**src/hw/rtl/bba_pkg.sv**
```systemverilog
// Shared types and constants of the bitmap block allocator.
`default_nettype none
package bba_pkg;

  localparam int unsigned WORD_W    = 32;  // marks per memory word
  localparam int unsigned BIT_W     = 5;   // bit position within a word
  localparam int unsigned BLK_W     = 10;  // block index width
  localparam int unsigned CNT_W     = 11;  // block count width
  localparam int unsigned CFG_IDX_W = 1;
  localparam int unsigned CFG_W     = 11;

  typedef enum logic [1:0] {
    FUNC_ALLOC = 2'd0,
    FUNC_FREE  = 2'd1,
    FUNC_MARK  = 2'd2,
    FUNC_QUERY = 2'd3
  } func_e;

  typedef enum logic [CFG_IDX_W-1:0] {
    CFG_BLOCK_COUNT = 1'b0,
    CFG_FIRST_DATA  = 1'b1
  } cfg_idx_e;

  typedef struct packed {
    func_e            func;
    logic [BLK_W-1:0] block;
  } bba_in_t;

  typedef struct packed {
    logic [BLK_W-1:0] granted_block;
    logic             alloc_ok;
    logic             block_used;
    logic             out_of_range;
  } bba_out_t;

  // Limits of the scan window inside the word under test.
  typedef struct packed {
    logic             is_first;
    logic             is_last;
    logic [BIT_W-1:0] lo_bit;
    logic [BIT_W-1:0] hi_bit;
  } scan_ctl_t;

  typedef struct packed {
    logic             found;
    logic [BIT_W-1:0] bit_idx;
  } scan_res_t;

endpackage
`default_nettype wire

```
**src/hw/rtl/bba_ram.sv**
```systemverilog
// Generic simple dual-port RAM with registered read.
`default_nettype none
module bba_ram #(
  parameter int unsigned WIDTH = 32,
  parameter int unsigned DEPTH = 32,
  localparam int unsigned AW   = (DEPTH > 1) ? $clog2(DEPTH) : 1
) (
  input  wire logic             clk_i,
  input  wire logic             we_i,
  input  wire logic [AW-1:0]    waddr_i,
  input  wire logic [WIDTH-1:0] wdata_i,
  input  wire logic             re_i,
  input  wire logic [AW-1:0]    raddr_i,
  output logic      [WIDTH-1:0] rdata_o
);

  logic [WIDTH-1:0] mem_q [DEPTH];
  logic [WIDTH-1:0] rdata_q;

  always_ff @(posedge clk_i) begin
    if (we_i) begin
      mem_q[waddr_i] <= wdata_i;
    end
    if (re_i) begin
      rdata_q <= mem_q[raddr_i];
    end
  end

  assign rdata_o = rdata_q;

endmodule
`default_nettype wire

```
**src/hw/rtl/bba_word_scan.sv**
```systemverilog
// Lowest free mark within one bitmap word, limited to the scan window.
`default_nettype none
module bba_word_scan
  import bba_pkg::*;
(
  input  wire logic [WORD_W-1:0] word_i,
  input  wire scan_ctl_t         ctl_i,
  output scan_res_t              res_o
);

  logic [WORD_W-1:0] avail;

  always_comb begin
    for (int j = 0; j < WORD_W; j++) begin
      avail[j] = !word_i[j]
                 && (!ctl_i.is_first || (BIT_W'(j) >= ctl_i.lo_bit))
                 && (!ctl_i.is_last  || (BIT_W'(j) <= ctl_i.hi_bit));
    end
  end

  always_comb begin
    res_o.found   = |avail;
    res_o.bit_idx = '0;
    for (int j = WORD_W - 1; j >= 0; j--) begin
      if (avail[j]) begin
        res_o.bit_idx = BIT_W'(j);
      end
    end
  end

endmodule
`default_nettype wire

```
**src/hw/rtl/bitmap_block_allocator.sv**
```systemverilog
// Bitmap first-fit block allocator: control, config and bitmap memory.
// In-range free, mark-used and query pass through S_RD, S_MOD and S_DONE after the input
// transfer; allocate scans bitmap words in S_SCAN (32 marks per word, at most 32 words for
// 1024 blocks); out-of-range requests and allocate with start >= count skip to S_DONE.
// One request in flight: input stalls outside S_IDLE, and S_DONE waits for the output register.
// Reset: a clearing pass writes every bitmap word with input stalled.
`default_nettype none
module bitmap_block_allocator
  import bba_pkg::*;
#(
  parameter int unsigned NUM_BLOCKS = 1024
) (
  input  wire logic                 clk_i,
  input  wire logic                 rst_ni,
  input  wire logic                 in_valid_i,
  output logic                      in_stall_o,
  input  wire bba_in_t              in_data_i,
  output logic                      out_valid_o,
  input  wire logic                 out_stall_i,
  output bba_out_t                  out_data_o,
  input  wire logic                 cfg_we_i,
  input  wire logic [CFG_IDX_W-1:0] cfg_idx_i,
  input  wire logic [CFG_W-1:0]     cfg_wdata_i
);

  localparam int unsigned DEPTH  = (NUM_BLOCKS + WORD_W - 1) / WORD_W;
  localparam int unsigned ADDR_W = (DEPTH > 1) ? $clog2(DEPTH) : 1;

  typedef enum logic [5:0] {
    S_CLEAR = 6'b000001,
    S_IDLE  = 6'b000010,
    S_RD    = 6'b000100,
    S_MOD   = 6'b001000,
    S_SCAN  = 6'b010000,
    S_DONE  = 6'b100000
  } state_e;

  state_e            state_q, state_d;
  logic [CNT_W-1:0]  blk_cnt_q;
  logic [BLK_W-1:0]  first_q;
  logic [ADDR_W-1:0] clr_q, clr_d;
  logic [ADDR_W-1:0] scan_addr_q, scan_addr_d;
  logic [ADDR_W-1:0] chk_addr_q, chk_addr_d;
  logic              chk_vld_q, chk_vld_d;
  logic              iss_done_q, iss_done_d;
  bba_in_t           req_q, req_d;
  bba_out_t          res_q, res_d;
  bba_out_t          out_q, out_d;
  logic              out_vld_q, out_vld_d;

  logic [CNT_W-1:0]  eff;
  logic [CNT_W-1:0]  eff_m1;
  logic [ADDR_W-1:0] first_word;
  logic [ADDR_W-1:0] last_word;
  logic              in_oor;
  logic              alloc_none;
  logic              in_xfer;

  logic              ram_we;
  logic [ADDR_W-1:0] ram_waddr;
  logic [WORD_W-1:0] ram_wdata;
  logic              ram_re;
  logic [ADDR_W-1:0] ram_raddr;
  logic [WORD_W-1:0] ram_rdata;
  logic [WORD_W-1:0] req_onehot;

  scan_ctl_t         scan_ctl;
  scan_res_t         scan_res;

  // Config registers
  always_ff @(posedge clk_i or negedge rst_ni) begin
    if (!rst_ni) begin
      blk_cnt_q <= '0;
      first_q   <= '0;
    end else if (cfg_we_i) begin
      case (cfg_idx_i)
        CFG_BLOCK_COUNT: blk_cnt_q <= cfg_wdata_i;
        CFG_FIRST_DATA:  first_q   <= cfg_wdata_i[BLK_W-1:0];
        default: ;
      endcase
    end
  end

  // Count saturates at the capacity of the map.
  always_comb begin
    if (32'(blk_cnt_q) > 32'(NUM_BLOCKS)) begin
      eff = CNT_W'(NUM_BLOCKS);
    end else begin
      eff = blk_cnt_q;
    end
  end

  assign eff_m1     = eff - CNT_W'(1);
  assign first_word = ADDR_W'(first_q[BLK_W-1:BIT_W]);
  assign last_word  = ADDR_W'(eff_m1[CNT_W-1:BIT_W]);
  assign in_oor     = {1'b0, in_data_i.block} >= eff;
  assign alloc_none = {1'b0, first_q} >= eff;

  assign in_stall_o = (state_q != S_IDLE);
  assign in_xfer    = in_valid_i && !in_stall_o;
  assign req_onehot = WORD_W'(1) << req_q.block[BIT_W-1:0];

  assign scan_ctl.is_first = (chk_addr_q == first_word);
  assign scan_ctl.is_last  = (chk_addr_q == last_word);
  assign scan_ctl.lo_bit   = first_q[BIT_W-1:0];
  assign scan_ctl.hi_bit   = eff_m1[BIT_W-1:0];

  bba_word_scan u_scan (
    .word_i (ram_rdata),
    .ctl_i  (scan_ctl),
    .res_o  (scan_res)
  );

  bba_ram #(
    .WIDTH (WORD_W),
    .DEPTH (DEPTH)
  ) u_map (
    .clk_i   (clk_i),
    .we_i    (ram_we),
    .waddr_i (ram_waddr),
    .wdata_i (ram_wdata),
    .re_i    (ram_re),
    .raddr_i (ram_raddr),
    .rdata_o (ram_rdata)
  );

  always_comb begin
    state_d     = state_q;
    clr_d       = clr_q;
    scan_addr_d = scan_addr_q;
    chk_addr_d  = chk_addr_q;
    chk_vld_d   = 1'b0;
    iss_done_d  = iss_done_q;
    req_d       = req_q;
    res_d       = res_q;
    out_d       = out_q;
    out_vld_d   = out_vld_q && out_stall_i;
    ram_we      = 1'b0;
    ram_waddr   = clr_q;
    ram_wdata   = '0;
    ram_re      = 1'b0;
    ram_raddr   = ADDR_W'(req_q.block[BLK_W-1:BIT_W]);

    case (state_q)
      S_CLEAR: begin
        ram_we = 1'b1;
        clr_d  = clr_q + ADDR_W'(1);
        if (clr_q == ADDR_W'(DEPTH - 1)) begin
          state_d = S_IDLE;
        end
      end
      S_IDLE: begin
        if (in_xfer) begin
          req_d = in_data_i;
          res_d = '0;
          if (in_data_i.func == FUNC_ALLOC) begin
            scan_addr_d = first_word;
            iss_done_d  = 1'b0;
            state_d     = alloc_none ? S_DONE : S_SCAN;
          end else begin
            res_d.out_of_range = in_oor;
            res_d.block_used   = in_oor && (in_data_i.func == FUNC_QUERY);
            state_d            = in_oor ? S_DONE : S_RD;
          end
        end
      end
      S_RD: begin
        ram_re  = 1'b1;
        state_d = S_MOD;
      end
      S_MOD: begin
        ram_waddr = ADDR_W'(req_q.block[BLK_W-1:BIT_W]);
        case (req_q.func)
          FUNC_FREE: begin
            ram_we    = 1'b1;
            ram_wdata = ram_rdata & ~req_onehot;
          end
          FUNC_MARK: begin
            ram_we    = 1'b1;
            ram_wdata = ram_rdata | req_onehot;
          end
          FUNC_QUERY: res_d.block_used = ram_rdata[req_q.block[BIT_W-1:0]];
          default: ;
        endcase
        state_d = S_DONE;
      end
      S_SCAN: begin
        // Reads run one word ahead of the check.
        ram_re    = !iss_done_q;
        ram_raddr = scan_addr_q;
        if (!iss_done_q) begin
          if (scan_addr_q == last_word) begin
            iss_done_d = 1'b1;
          end else begin
            scan_addr_d = scan_addr_q + ADDR_W'(1);
          end
        end
        chk_vld_d  = !iss_done_q;
        chk_addr_d = scan_addr_q;
        if (chk_vld_q) begin
          if (scan_res.found) begin
            ram_we              = 1'b1;
            ram_waddr           = chk_addr_q;
            ram_wdata           = ram_rdata | (WORD_W'(1) << scan_res.bit_idx);
            res_d.granted_block = BLK_W'({chk_addr_q, scan_res.bit_idx});
            res_d.alloc_ok      = 1'b1;
            chk_vld_d           = 1'b0;
            state_d             = S_DONE;
          end else if (chk_addr_q == last_word) begin
            chk_vld_d = 1'b0;
            state_d   = S_DONE;
          end
        end
      end
      S_DONE: begin
        if (!out_vld_q || !out_stall_i) begin
          out_d     = res_q;
          out_vld_d = 1'b1;
          state_d   = S_IDLE;
        end
      end
      default: state_d = S_IDLE;
    endcase
  end

  always_ff @(posedge clk_i or negedge rst_ni) begin
    if (!rst_ni) begin
      state_q    <= S_CLEAR;
      clr_q      <= '0;
      chk_vld_q  <= 1'b0;
      iss_done_q <= 1'b0;
      out_vld_q  <= 1'b0;
    end else begin
      state_q    <= state_d;
      clr_q      <= clr_d;
      chk_vld_q  <= chk_vld_d;
      iss_done_q <= iss_done_d;
      out_vld_q  <= out_vld_d;
    end
  end

  always_ff @(posedge clk_i) begin
    scan_addr_q <= scan_addr_d;
    chk_addr_q  <= chk_addr_d;
    req_q       <= req_d;
    res_q       <= res_d;
    out_q       <= out_d;
  end

  assign out_valid_o = out_vld_q;
  assign out_data_o  = out_q;

endmodule
`default_nettype wire

```
**config.mk**
```make
export PLATFORM = sky130hd
export DESIGN_NAME = bitmap_block_allocator
export DESIGN_NICKNAME = d
export VERILOG_FILES = /design/src/hw/rtl/bba_pkg.sv /design/src/hw/rtl/bba_ram.sv /design/src/hw/rtl/bba_word_scan.sv /design/src/hw/rtl/bitmap_block_allocator.sv
export SDC_FILE = /design/constraint.sdc
export NUM_CORES = 2
export LEC_CHECK = 0
export ABC_AREA = 1
export BUFFER_PORTS_ARGS = -buffer_cell sky130_fd_sc_hd__buf_4
export CORE_UTILIZATION = 35
export CTS_CLUSTER_DIAMETER = 60
export CTS_CLUSTER_SIZE = 16
export DETAILED_ROUTE_END_ITERATION = 8
export PLACE_DENSITY = 0.59
export SYNTH_ARGS = -nofsm -noshare
export SYNTH_HDL_FRONTEND = slang
export SYNTH_SLANG_ARGS = --single-unit
```
**constraint.sdc**
```tcl
create_clock -name clk_i -period 14.95 [get_ports clk_i]
set_clock_uncertainty 0.2 [all_clocks]
set_input_delay 2.99 -clock clk_i [delete_from_list [all_inputs] [get_ports clk_i]]
set_output_delay 2.99 -clock clk_i [all_outputs]
set_load 0.005 [all_outputs]
```
# --- Word level (Yosys, flattened, before mapping) ---
# Memory sizes are Yosys's and may differ from the RTL's. A register that Yosys moved wholly into a read port is not among the register bits.
# Cells that the tools add are included.
word_totals:
  word_cells: 390
  mem_bits_rw: 1024
  register_bits: 83
  n_memories: 1
  in_bits: 29
mem_list:
  columns: ["name", "depth", "word_bits", "rd", "rd_ports_with_merged_regs", "wr", "line_no", "source"]
  rows:
  - ["u_map.mem_q", 32, 32, 1, 1, 1, "bba_ram.sv:17", "logic [WIDTH-1:0] mem_q [DEPTH];"]
classes:
  eq_ne: 25
  n_addsub: 3
  n_reduce_logical: 184
  n_shift: 2
  n_bitwise: 5
  n_lt_le_gt_ge: 68
  mux: 83
ops:
  columns: ["operator", "n"]
  rows:
  - ["two-way mux 5 bit", 39]
  - ["one-hot mux 32 bit (2 select lines)", 2]
  - ["greater-or-equal comparator 5 bit, first input constant", 16]
  - ["<= comparator 5 bit, first input constant", 16]
  - ["logical AND 1 bit", 67]
  - ["logical OR 1 bit", 65]
  - ["two-way mux 32 bit", 2]
  - ["bitwise OR 32 bit", 2]
  - ["<< shifter 1 x 5 -> 32 bit, first input constant", 2]
  - ["two-way mux 6 bit", 9]
  - ["greater-or-equal comparator 4 x 5 -> 1 bit, first input constant", 8]
  - ["<= comparator 4 x 5 -> 1 bit, first input constant", 8]
  - ["logical NOT 1 bit", 38]
  - ["one-hot mux 6 bit (6 select lines)", 1]
  - ["two-way mux 11 bit", 3]
  - ["AND 32 bit", 1]
  - ["inverter 32 bit", 1]
  - ["OR reduction 32 bit", 1]
  - ["greater-or-equal comparator 10 x 11 -> 1 bit", 2]
  - ["one-hot mux 11 bit (2 select lines)", 1]
  - ["greater-or-equal comparator 3 x 5 -> 1 bit, first input constant", 4]
  - ["<= comparator 3 x 5 -> 1 bit, first input constant", 4]
  - ["one-hot mux 5 bit (2 select lines)", 2]
  - ["two-way mux 1 bit", 17]
  - ["other kinds (35)", 59]

# --- Depth between registers and ports, before layout ---
logic_depth:
  ltp_word: 44
  ltp_mapped: 51
  ltp_nobuf: 51

# --- Hierarchy ---
# A second synthesis with hierarchy kept.
hier_totals:
  hier_cells: 4574
  area_unflattened_um2: 49869.1
modules_own_cells:
  columns: ["module", "seq_area_each_um2", "n_inst", "cells_per_inst", "area_each_um2"]
  rows:
  - ["bba_ram", 31710.4, 1, 3536, 42726.0]
  - ["bitmap_block_allocator", 2318.5, 1, 785, 5957.0]
  - ["bba_word_scan", 0.0, 1, 253, 1186.1]

# --- Least setup slack after synthesis ---
# Ideal clock, no wire load.
synth_timing:
  path_type: "register to register"
  from: "reg blk_cnt_q[4]"
  to: "mem u_map.mem_q[17][0] (enable)"
  synth_period_minus_slack_ns: 5.966
  path_stages_with_launch: 33
  t_required_ns: 14.329
  path_buffers: 1
  arrival_time_ns: 5.345
  setup_time_ns: 0.421
  slack_ns: 8.984
  path_cell_list: "dfrtp_1 > nor2_2 > nand3_1 > o21ai_4 > nand2_1 > ha_1 > inv_1 > nor3_2 > nand4_1 > nand2_1 > nand2_1 > nand2_2 > nor2_8 > inv_2 > nor2_4 > inv_2 > nor2_2 > inv_2 > o311ai_4 > nand2_2 > nor2_1 > nand2_1 > nor2_1 > nand2_1 > and2_1 > clkinv_2 > buf_6 > a21oi_1 > o21ai_2 > nand2_1 > nor2_2 > nand2_2 > nor2_1"
synth_via:
  elab_chain_len: 13
synth_rtl:
  columns: ["element", "line_no", "source"]
  rows:
  - ["from (decl)", "bitmap_block_allocator.sv:39", "logic [CNT_W-1:0] blk_cnt_q;"]
  - ["from (signal assigned)", "bitmap_block_allocator.sv:77", "CFG_BLOCK_COUNT: blk_cnt_q <= cfg_wdata_i;"]
  - ["> comparator 11 bit", "bitmap_block_allocator.sv:86", "if (32'(blk_cnt_q) > 32'(NUM_BLOCKS)) begin"]
  - ["two-way mux 11 bit (*)", "bitmap_block_allocator.sv:86", null]
  - ["subtractor 10 x 1 -> 10 bit (*)", "bitmap_block_allocator.sv:93", "assign eff_m1 = eff - CNT_W'(1);"]
  - ["branches (longest 4 deep; another with <= comparator 1 x 5 -> 1 bit)", null, null]
  - ["OR reduction 32 bit (*)", "bba_word_scan.sv:22", "res_o.found = |avail;"]
  - ["two-way mux 1 bit", "bitmap_block_allocator.sv:201", "if (scan_res.found) begin"]
  - ["two-way mux 1 bit", "bitmap_block_allocator.sv:200", "if (chk_vld_q) begin"]
  - ["one-hot mux 1 bit (3 select lines)", "bitmap_block_allocator.sv:144", "case (state_q)"]
  - ["two-way mux 1 bit", "bba_ram.sv:21", "if (we_i) begin"]
  - ["two-way mux 1 bit (not written as such)", "bba_ram.sv:22", "mem_q[waddr_i] <= wdata_i;"]
  - ["to (decl)", "bba_ram.sv:17", null]
# Mark *: on every way between the ends.

# --- Worst setup path in the final report ---
layout_timing:
  from: "reg blk_cnt_q[7]"
  to: "mem u_map.mem_q[12][30] (enable)"
# Same word-level chain as after synthesis.

==> flow_metrics.env <==
export IMPL_finalCriticalPeriod_ps=7020
export IMPL_drt_initial_drc_count=4197
export IMPL_vdd_drop_max_v=0.0000951
export IMPL_syn_to_final_growth_pct=11.4
export IMPL_die_area_um2=138000
export IMPL_crit_top_cell="nand2_1"
export IMPL_cts_setup_buffers=0
export IMPL_port_buffers=43
export IMPL_end_kind="flip-flop"
export IMPL_grt_antenna_before_repair=2
export IMPL_crit_path_top_delay_cell="nor2_4"
export IMPL_cp_max_fo=20
export IMPL_grt_usage_pct=20.7
export IMPL_nFillCells=12736
export IMPL_worstPathRequired_ps=15060
export IMPL_crit_buf_inv=5
export IMPL_cp_arrival_ps=7130
export IMPL_synth_flop_cell="edfxtp_1"
export IMPL_synth_edff_count=1104
export IMPL_ys_warn_count=0
export IMPL_grt_pass1_wl_um=211000
export IMPL_cts_hold_buf=0
export IMPL_routedWlPerCell_um=25.7
export IMPL_setup_ws_ps=7930
export IMPL_numCtsBuffers=93
export IMPL_yosysTopAreaCellShare_pct=69.4
export IMPL_critPathMaxStageDelay_ps=590
export IMPL_syn_area_um2=47800
export IMPL_drc_errors=0
export IMPL_power_density_nw_per_um2=151
export IMPL_power_leakage_nw=15.3
export IMPL_outcome="finished clean"
export IMPL_place_ws_ps=8060
export IMPL_place_inst=5495
export IMPL_fin_cells=5641
export IMPL_clock_path_buffers=3
export IMPL_worst_setup_hold_path_clk_slew_ps=70
export IMPL_synth_fp_nets=3912
export IMPL_grt_pass1_vias=30495
export IMPL_period_share_pct=46.9
export IMPL_synth_top_cell_by_area="edfxtp_1"
export IMPL_clkSinkCount=1139
export IMPL_setup_tns_ps=0
export IMPL_die_h_um=371
export IMPL_die_width_um=371
export IMPL_cp_start_kind="flip-flop"
export IMPL_async_reset_ff_share_pct=3.07
export IMPL_max_clock_freq_mhz=143
export IMPL_avgViaCountPerCell=5.73
export IMPL_antenna_left=0
export IMPL_layout_drive_gt1_share_pct=9.12
export IMPL_grt_max_degree=190
export IMPL_gp_congestion=0.934
export IMPL_htreeDepth=3
export IMPL_drt_total_wl_um=145000
export IMPL_post_cts_resized=0
export IMPL_rsz0062_at_grt="false"
export IMPL_cts_tree="done"
export IMPL_layout_area_seq_um2=34000
export IMPL_final_max_slew_violation_count=0
export IMPL_coreArea_um2=135000
export IMPL_hpwlAfterDp_um=84000
export IMPL_ys_types=62
export IMPL_synth_most_common_cell="edfxtp_1"
export IMPL_cp_top_family="simple AND/OR/NAND/NOR gates"
export IMPL_critPathKind="flip-flop to flip-flop"
export IMPL_seq_area_frac_synth_pct=71.3
export IMPL_root_buffer="clkbuf_16"
export IMPL_multi_input_area_um2=12500
export IMPL_start_util_pct=35.3
export IMPL_boundaryPins=44
export IMPL_synth_area_leaders="edfxtp_1 (69%), o21ai_0 (6.2%), nor2_1 (5.1%), o221ai_1 (3.6%), nand2_1 (2.3%)"
export IMPL_tightest_slew_ps=1350
export IMPL_final_hold_viol_count=0
export IMPL_cap_viol_max_count=0
export IMPL_fin_nets=3868
export IMPL_overflow=0
export IMPL_clk_latency_ps=740
export IMPL_hp_class="flip-flop to flip-flop"
export IMPL_synth_seq_cells=1139
export IMPL_synth_area_per_cell_um2=12.4
export IMPL_final_setup_viol_count=0
export IMPL_vias=32315
export IMPL_dr_pass1_iters=9
export IMPL_row_count=135
export IMPL_syn_instance_count=3853
export IMPL_slew_headroom_pct=9.86
export IMPL_synth_common_cells="edfxtp_1 (1104), nor2_1 (650), o21ai_0 (596)"
-- flip-flops by register name, summed over array words and instances (netlist names) --
name / count
out_data_o: 13
clr_q: 5
u_map.mem_q: 1024
chk_vld_q: 1
req_q: 12
u_map.rdata_o: 32
blk_cnt_q: 11
chk_addr_q: 5
out_valid_o: 1
first_q: 10
iss_done_q: 1
res_q: 13
state_q: 6
scan_addr_q: 5
-- worst reg2reg max path, delay by kind of cell, from the launching register on --
kind,cells,cell delay [ps]
fa+ha+maj,1,280
flops,1,450
compound gates,6,1220
buf+inv,5,1060
simple gates,20,3410
-- cell type report --
type                            count  area share (%)
Tap cell                         1781            4.19
Sequential cell                  1139            64.0
Antenna cell                        1         0.00470
Multi-Input combinational cell   2313            23.6
Inverter                          150            1.10
Clock buffer                      103            4.45
Clock inverter                     42            1.02
Timing Repair Buffer              112            1.67
-- logic make-up (layout without fill, tap and decap cells) --
kind of cell | count (synthesis) | after routing | synth area share [%]
xor gates and xnor gates | 13 | 13 | 0.238
DFF | 1139 | 1139 | 71.3
AOI/OAI and AO/OA | 1137 | 1137 | 14.8
adders and majority gates | 30 | 30 | 0.786
buffers and inverters | 401 | 407 | 3.19
and+or+nand+nor | 1133 | 1133 | 9.78
other | 0 | 1 | 0
-- through the flow --
| step | area, µm² | hold WS (ps) | util (%) | power [W] |
|---|---|---|---|---|
| floorplan | 47800 | 200 | - | 0.00490 |
| global placement | 50300 | 201 | 37.1 | 0.00565 |
| detailed placement | 50300 | 206 | 37.1 | 0.00565 |
| CTS | 53200 | 222 | 39.3 | 0.00808 |
| global route | 53200 | 228 | 39.3 | 0.00836 |
| finish | 53200 | 221 | 39.3 | 0.00805 |
-- cell usage in the layout (no fill, tap or decap), types with 10 or more instances in the layout --
cell type  synthesis  final
edfxtp_1        1104   1104
nor2_1           650    616
o21ai_0          596    593
nand2_1          297    296
o221ai_1         199    199
inv_1            133    130
buf_4              1    108
nand3_1          104    104
clkbuf_16          0     93
o211ai_1          77     77
o22ai_1           71     71
a31oi_1           63     63
a21oi_1           46     46
nor2_4             4     36
dfrtp_1           34     34
ha_1              30     30
nor4_1            18     18
nand4_1           17     17
o21ai_1           25     17
inv_2             13     13
nor3_1            12     12
clkinv_2           2     11
o21bai_1          11     11
clkbuf_1         239     10
-- path summary, 6_finish.rpt --
path | startpoint | endpoint | depth (start not counted) | slack, ps
worst max-delay path | blk_cnt_q[7] | u_map.mem_q[12][30] | 32 | 7930
worst min-delay path | res_q[10] | out_data_o[10] | 0 | 220
worst max register to register | blk_cnt_q[7] | u_map.mem_q[12][30] | 32 | 7930
worst min register to register | res_q[10] | out_data_o[10] | 0 | 220
max in group asynchronous | rst_ni | clr_q[2] | 1 | 12120
min in group asynchronous | rst_ni | state_q[2] | 1 | 2060
-- routing by layer --
metal | up-vias | GRT usage [%] | part of all wire, %
li1 | 14344 | - | -
met1 | 16285 | 29.3 | 43
met2 | 1456 | 31.8 | 46
met3 | 230 | 3.74 | 7.9
met4 | 0 | 7.47 | 3.4
met5 | - | 0 | 0
-- power by group --
group	internal [W]	total [W]	switching, W	leakage [nW]
clock network	0.00126	0.00245	0.00119	1.41
logic	0.000478	0.00193	0.00145	5.11
registers	0.00358	0.00367	0.0000883	8.76
total	0.00532	0.00805	0.00273	15.3
(Power assumes the default switching activity.)
